===== src/edr_pkg.sv =====
package edr_pkg;

	localparam int unsigned YearW  = 14;
	localparam int unsigned MonthW = 4;
	localparam int unsigned DayW   = 5;
	localparam int unsigned DaysW  = 22;
	localparam int unsigned QuotW  = 8;

	typedef logic [YearW-1:0]  year_t;
	typedef logic [MonthW-1:0] month_t;
	typedef logic [DayW-1:0]   day_t;
	typedef logic [DaysW-1:0]  days_t;
	typedef logic [QuotW-1:0]  quot_t;

	localparam year_t  YearMin  = 14'd1;
	localparam year_t  YearMax  = 14'd9999;
	localparam month_t MonthMin = 4'd1;
	localparam month_t MonthMax = 4'd12;
	localparam month_t MonthFeb = 4'd2;
	localparam day_t   DayMin   = 5'd1;
	localparam day_t   DayLeapFeb = 5'd29;

	// floor(x / 100) = (x * 5243) >> 19 for every x below 10000
	localparam int unsigned Recip100Shift = 19;
	localparam int unsigned ProdW         = YearW + 13;
	localparam logic [ProdW-1:0] Recip100 = 27'd5243;
	localparam logic [YearW-1:0] Hundred  = 14'd100;
	localparam days_t DaysPerYear         = 22'd365;
	localparam days_t DaysMax             = 22'd3652059;

	// Year and month after substitution and clamping, day after substitution, with
	// the quotients and year product the serial number needs
	typedef struct packed {
		year_t  y;
		month_t m;
		day_t   d;
		quot_t  qy;
		quot_t  qp;
		days_t  n365;
	} date_s2_t;

	function automatic year_t sat_year(year_t y);
		year_t r;
		if (y < YearMin) begin
			r = YearMin;
		end else if (y > YearMax) begin
			r = YearMax;
		end else begin
			r = y;
		end
		return r;
	endfunction

	function automatic month_t sat_month(month_t m);
		month_t r;
		if (m < MonthMin) begin
			r = MonthMin;
		end else if (m > MonthMax) begin
			r = MonthMax;
		end else begin
			r = m;
		end
		return r;
	endfunction

	// Common-year month length
	function automatic day_t month_len(month_t m);
		day_t r;
		case (m)
			4'd1:    r = 5'd31;
			4'd2:    r = 5'd28;
			4'd3:    r = 5'd31;
			4'd4:    r = 5'd30;
			4'd5:    r = 5'd31;
			4'd6:    r = 5'd30;
			4'd7:    r = 5'd31;
			4'd8:    r = 5'd31;
			4'd9:    r = 5'd30;
			4'd10:   r = 5'd31;
			4'd11:   r = 5'd30;
			4'd12:   r = 5'd31;
			default: r = 5'd31;
		endcase
		return r;
	endfunction

	// Days in a common year before the first of the month
	function automatic logic [8:0] days_before(month_t m);
		logic [8:0] r;
		case (m)
			4'd1:    r = 9'd0;
			4'd2:    r = 9'd31;
			4'd3:    r = 9'd59;
			4'd4:    r = 9'd90;
			4'd5:    r = 9'd120;
			4'd6:    r = 9'd151;
			4'd7:    r = 9'd181;
			4'd8:    r = 9'd212;
			4'd9:    r = 9'd243;
			4'd10:   r = 9'd273;
			4'd11:   r = 9'd304;
			4'd12:   r = 9'd334;
			default: r = 9'd0;
		endcase
		return r;
	endfunction

endpackage


===== src/expiry_days_remaining.sv =====
// done rises with the result register and stays high for one cycle.
// Throughput: one date pair per cycle; busy stays low and the receiver cannot stall.
// Four register stages: input capture, clamp and divide by 100, serial day
// number per date, then compare and subtract into the result register.
// Reset clears the stage valid bits and done, so transfers in flight are dropped.
module expiry_days_remaining
	import edr_pkg::*;
(
	input  logic         clk,
	input  logic         arst_n,
	input  logic         start,
	output logic         busy,
	input  logic [13:0]  cur_year,
	input  logic [3:0]   cur_month,
	input  logic [4:0]   cur_day,
	input  logic [13:0]  exp_year,
	input  logic         exp_year_given,
	input  logic [3:0]   exp_month,
	input  logic         exp_month_given,
	input  logic [4:0]   exp_day,
	input  logic         exp_day_given,
	output logic         done,
	output logic         expired,
	output logic [21:0]  days_left
);

	logic     vld_s1, vld_s2, vld_s3;
	year_t    cur_year_s1, exp_year_s1;
	month_t   cur_month_s1, exp_month_s1;
	day_t     cur_day_s1, exp_day_s1;
	logic     exp_year_given_s1, exp_month_given_s1, exp_day_given_s1;

	year_t     y_c1 [2];
	month_t    m_c1 [2];
	day_t      d_c1 [2];
	date_s2_t  dt_c1 [2];
	date_s2_t  dt_s2 [2];
	days_t     serial_c2 [2];
	days_t     serial_s3 [2];

	logic      done_q, expired_q;
	days_t     days_left_q;

	// No stall on either side
	assign busy = 1'b0;

	// Valid bits
	always_ff @(posedge clk or negedge arst_n) begin
		if (!arst_n) begin
			vld_s1 <= 1'b0;
			vld_s2 <= 1'b0;
			vld_s3 <= 1'b0;
			done_q <= 1'b0;
		end else begin
			vld_s1 <= start & ~busy;
			vld_s2 <= vld_s1;
			vld_s3 <= vld_s2;
			done_q <= vld_s3;
		end
	end

	// Capture the input transfer
	always_ff @(posedge clk) begin
		if (start && !busy) begin
			cur_year_s1        <= cur_year;
			cur_month_s1       <= cur_month;
			cur_day_s1         <= cur_day;
			exp_year_s1        <= exp_year;
			exp_year_given_s1  <= exp_year_given;
			exp_month_s1       <= exp_month;
			exp_month_given_s1 <= exp_month_given;
			exp_day_s1         <= exp_day;
			exp_day_given_s1   <= exp_day_given;
		end
	end

	// Clamp and substitute fields; index 0 is the current date, 1 the expiry
	always_comb begin
		y_c1[0] = sat_year(cur_year_s1);
		m_c1[0] = sat_month(cur_month_s1);
		d_c1[0] = cur_day_s1;
		y_c1[1] = exp_year_given_s1  ? sat_year(exp_year_s1)   : y_c1[0];
		m_c1[1] = exp_month_given_s1 ? sat_month(exp_month_s1) : m_c1[0];
		d_c1[1] = exp_day_given_s1   ? exp_day_s1              : DayMin;
	end

	// Divide year and year-1 by 100, and scale year-1 by 365
	for (genvar gi = 0; gi < 2; gi++) begin : g_div
		year_t             p_c1;
		logic [ProdW-1:0]  prod_y, prod_p;
		assign p_c1   = y_c1[gi] - YearMin;
		assign prod_y = ProdW'(y_c1[gi]) * Recip100;
		assign prod_p = ProdW'(p_c1) * Recip100;
		assign dt_c1[gi] = '{
			y:    y_c1[gi],
			m:    m_c1[gi],
			d:    d_c1[gi],
			qy:   prod_y[ProdW-1:Recip100Shift],
			qp:   prod_p[ProdW-1:Recip100Shift],
			n365: DaysW'(p_c1) * DaysPerYear
		};
	end

	// Hold stage 2
	always_ff @(posedge clk) begin
		if (vld_s1) begin
			dt_s2 <= dt_c1;
		end
	end

	// Leap year, day clamp and serial day number
	for (genvar gi = 0; gi < 2; gi++) begin : g_serial
		year_t  p_c2, hund_c2;
		logic   cent_c2, leap_c2;
		day_t   lim_c2, d_c2;
		assign p_c2    = dt_s2[gi].y - YearMin;
		assign hund_c2 = YearW'(dt_s2[gi].qy) * Hundred;
		assign cent_c2 = (hund_c2 == dt_s2[gi].y);
		assign leap_c2 = cent_c2 ? (dt_s2[gi].qy[1:0] == 2'b00)
		                         : (dt_s2[gi].y[1:0] == 2'b00);
		assign lim_c2  = (dt_s2[gi].m == MonthFeb && leap_c2) ? DayLeapFeb
		                                                      : month_len(dt_s2[gi].m);
		assign d_c2    = (dt_s2[gi].d < DayMin) ? DayMin
		               : (dt_s2[gi].d > lim_c2) ? lim_c2 : dt_s2[gi].d;
		assign serial_c2[gi] = dt_s2[gi].n365
		                     + DaysW'(p_c2 >> 2)
		                     - DaysW'(dt_s2[gi].qp)
		                     + DaysW'(dt_s2[gi].qp >> 2)
		                     + DaysW'(days_before(dt_s2[gi].m))
		                     + DaysW'(dt_s2[gi].m > MonthFeb && leap_c2)
		                     + DaysW'(d_c2);
	end

	// Hold stage 3
	always_ff @(posedge clk) begin
		if (vld_s2) begin
			serial_s3 <= serial_c2;
		end
	end

	// Compare and subtract into the result register
	always_ff @(posedge clk) begin
		if (vld_s3) begin
			if (serial_s3[1] < serial_s3[0]) begin
				expired_q   <= 1'b1;
				days_left_q <= '0;
			end else begin
				expired_q   <= 1'b0;
				days_left_q <= serial_s3[1] - serial_s3[0];
			end
		end
	end

	assign done      = done_q;
	assign expired   = expired_q;
	assign days_left = days_left_q;

endmodule


===== config.mk =====
export PLATFORM = sky130hd
export DESIGN_NAME = expiry_days_remaining
export DESIGN_NICKNAME = d
export VERILOG_FILES = /design/src/edr_pkg.sv /design/src/expiry_days_remaining.sv
export SDC_FILE = /design/constraint.sdc
export NUM_CORES = 2
export LEC_CHECK = 0
export BUFFER_PORTS_ARGS = -buffer_cell sky130_fd_sc_hd__buf_2
export CAP_MARGIN = 20
export CORE_ASPECT_RATIO = 1.1
export CORE_MARGIN = 5
export CORE_UTILIZATION = 45
export CTS_CLUSTER_DIAMETER = 80
export DETAILED_ROUTE_END_ITERATION = 16
export SLEW_MARGIN = 20
export SYNTH_ARGS = -nofsm -noshare
export SYNTH_HDL_FRONTEND = slang
export SYNTH_SLANG_ARGS = --single-unit

===== constraint.sdc =====
create_clock -name clk -period 23 [get_ports clk]
set_clock_uncertainty 0.1 [all_clocks]
set_input_delay 3.45 -clock clk [delete_from_list [all_inputs] [get_ports clk]]
set_output_delay 3.45 -clock clk [all_outputs]
set_load 0.02 [all_outputs]

==> results.yml <==
global_routing:
  grt_antenna_before_repair: 0
  grt_start_max_net_pins: 85
  first_global_vias: 22437
  grt_use_total_pct: 18.5
  overflow: 0
  global_route_wire_length_before_repair_mm: 119
logic_synthesis:
  post_synth_inst_count: 3136
  synthAdderAreaFrac_pct: 49.1
  yosysWarnings: 0
  top_area_cell_type_share_of_the_netlist_area_pct: 25.4
  yosysTopAreaCell: "ha_1"
  synthXorXnorAreaFrac_pct: 5.11
  synth.area.top_cells: "ha_1 25%, fa_1 24%, edfxtp_1 21%, inv_1 8.6%, xnor2_1 3.6%"
  synth_simple_gate_area_share_pct: 5.94
  synth-edff-count: 238
  synth_sequential_area_ratio_pct: 22.9
  async_s_r_ff_share_synth_pct: 1.52
  post_synth_instance_area_mm2: 0.0336
  dominant_combinational_cell_family_by_area_after_synthesis: "adder cells"
  synth.net_count: 4267
  synth_compound_area_share_pct: 7.70
  synth.distinct_cells: 80
  synth_ff_type: "edfxtp_1"
  muxShareOfSynthArea_pct: 0.398
  synth-seq-cells: 264
  post_synth.cell_area_avg_um2: 10.7
cells_and_area:
  finalNetCount: 4370
  syn2layout_area_growth_pct: 8.12
  drive_above_1_share_pct: 5.30
timing:
  final_min_period_over_clock_period_pct: 40.7
  hold_violations: 0
  maxClockFrequency_ghz: 0.107
  maxSlewViolCount: 0
  finalSetupViolCount: 0
  worst_slew_pin_slew_ns: 1.05
  worst_case_headroom_to_the_max_slew_limit_pct: 29.6
  setup_tns_ns: 0
  period_needed_ns: 9.36
  rsz0062_at_grt: "false"
floorplanning:
  core_area_mm2: 0.0744
  dieWidth_um: 271
  die_area_mm2: 0.0802
  io_pins: 77
  die_y_um: 297
  fp-row-count: 105
  initial_utilization_pct: 45.2
worst_setup_path:
  worst_setup_path_start_kind: "flip-flop"
  crit_path_max_fanout: 10
  path_buf_inv: 5
  worst_path_largest_cell_delay_ns: 0.82
  critical_path_required_ns: 23.19
  family_of_cells_with_the_greatest_summed_delay_on_the_critical_path: "adder cells"
  cp.arrival_ns: 9.55
  timing.critical_path.slowest_stage_cell: "xnor2_1"
  crit_end_category: "flip-flop"
  worst-setup-path-type: "reg -> reg"
placed_design:
  numPortBuffers: 75
  routabilityCongestion: 0.895
  hpwl_mm: 62.2
clock_network:
  htree_num_levels: 2
  clk_pin_slew_ns: 0.06
  clock_path_buffers: 3
  clk_root_buffer_cell: "clkbuf_16"
  clkSinkCount: 264
  ctsResizeCount: 0
  worstSkewPairLatency_ns: 0.55
  numCtsBuffers: 35
  cts_hold_repair.buffers: 0
  post-cts-setup-buffers: 0
  tritoncts: "done"
route:
  routed-via-count: 21063
  via_per_inst: 4.98
  detailedRoute.firstPassIterationCount: 5
  route.final.wire_length_mm: 71.0
  drc_errors: 0
  detail-route-antenna-nets: 0
  drt-initial-drc-count: 905
  avgRoutedWirePerCell_um: 16.8
run:
  timing.max_cap.violations: 0
worst_hold_path:
  hold_path_class: "reg -> reg"
outcome:
  status: "complete, no violations"
==> layout by cell type (no fill, tap or decap), drive strengths merged, types with 63 or more instances in the layout <==
cell and count:
inv 778, a21oi 96, o21ai 80, xnor2 137
nor2 117, nand2 83, edfxtp 238, fa 397
buf 87, a21o 63, ha 682
==> worst paths after layout <==
kind,endpoint,cells past startpoint,start,slack [ns]
setup reg to reg,dt_s2[28]$_DFFE_PP_,30,cur_year_s1[9]$_DFFE_PP_,13.64
hold / removal,dt_s2[38]$_SDFFCE_PN1P_,1,exp_day_s1[0]$_DFFE_PP_,0.41
max in group asynchronous,vld_s1$_DFF_PN0_,1,arst_n,19.96
hold reg to reg,dt_s2[38]$_SDFFCE_PN1P_,1,exp_day_s1[0]$_DFFE_PP_,0.41
min in group asynchronous,vld_s2$_DFF_PN0_,1,arst_n,2.64
setup / recovery,dt_s2[28]$_DFFE_PP_,30,cur_year_s1[9]$_DFFE_PP_,13.64
==> worst register-to-register path: cells and delay by family, from the launching register on <==
family | cells | cell delay, ns
xor gates and xnor gates | 2 | 0.95
and+or+nand+nor | 6 | 0.83
adders and majority gates | 7 | 3.13
buffers and inverters | 5 | 0.73
DFF | 1 | 0.38
AOI/OAI and AO/OA | 10 | 2.97
==> sequential cells by signal (all words and copies together) (netlist names), named ones only <==
| signal | cells |
|---|---|
| cur_day_s1 | 5 |
| cur_month_s1 | 4 |
| cur_year_s1 | 14 |
| days_left | 22 |
| done | 1 |
| dt_s2 | 122 |
| exp_day_given_s1 | 1 |
| exp_day_s1 | 5 |
| exp_month_given_s1 | 1 |
| exp_month_s1 | 4 |
| exp_year_given_s1 | 1 |
| exp_year_s1 | 14 |
| expired | 1 |
| serial_s3 | 44 |
| vld_s1 | 1 |
| vld_s2 | 1 |
| vld_s3 | 1 |
==> metal layers <==
metal / share of wire (%) / GRT usage, %
met5: 0 / 0
met4: 3.1 / 5.26
met3: 4.6 / 3.17
met2: 46 / 30.7
met1: 46 / 25.2
==> synth_stat cells (31+ instances only) <==
library cell / n
a21oi_1: 94
a21o_1: 63
ha_1: 682
xor2_1: 59
nor2_1: 117
fa_1: 397
edfxtp_1: 238
xnor2_1: 137
nor3_1: 31
nand3_1: 39
o21ai_0: 73
nand2_1: 83
inv_1: 773
==> cell type report <==
class	count	area [um^2]
Timing Repair Buffer	87	469
Antenna cell	1	2.50
Tap cell	963	1200
Fill cell	6870	38000
Clock inverter	18	135
Inverter	773	2900
Sequential cell	264	7690
Clock buffer	46	1000
Multi-Input combinational cell	2078	22900
==> stage by stage <==
step / utilization, % / setup slack, ns / std cells / cell area (um^2) / hold WS, ns
after global routing: 48.8 / 12.83 / 4229 / 36300 / 0.436
after CTS: 48.8 / 13.61 / 4229 / 36300 / 0.412
after floorplan: - / 14.43 / 3136 / 33600 / 0.300
final: 48.9 / 13.64 / 4230 / 36300 / 0.405
after global placement: 47.3 / 13.82 / 4165 / 35200 / 0.396
after detailed placement: 47.3 / 13.65 / 4165 / 35200 / 0.398
==> logic make-up after synthesis <==
group	Yosys count
other cells	1
compound gates	385
mux	13
simple gates	404
xor+xnor	196
buf+inv	794
flops	264
fa+ha+maj	1079
Power is left out: the tool's default activity adds up to more than one toggle a clock period on the data nets, which glitch-free logic cannot reach.
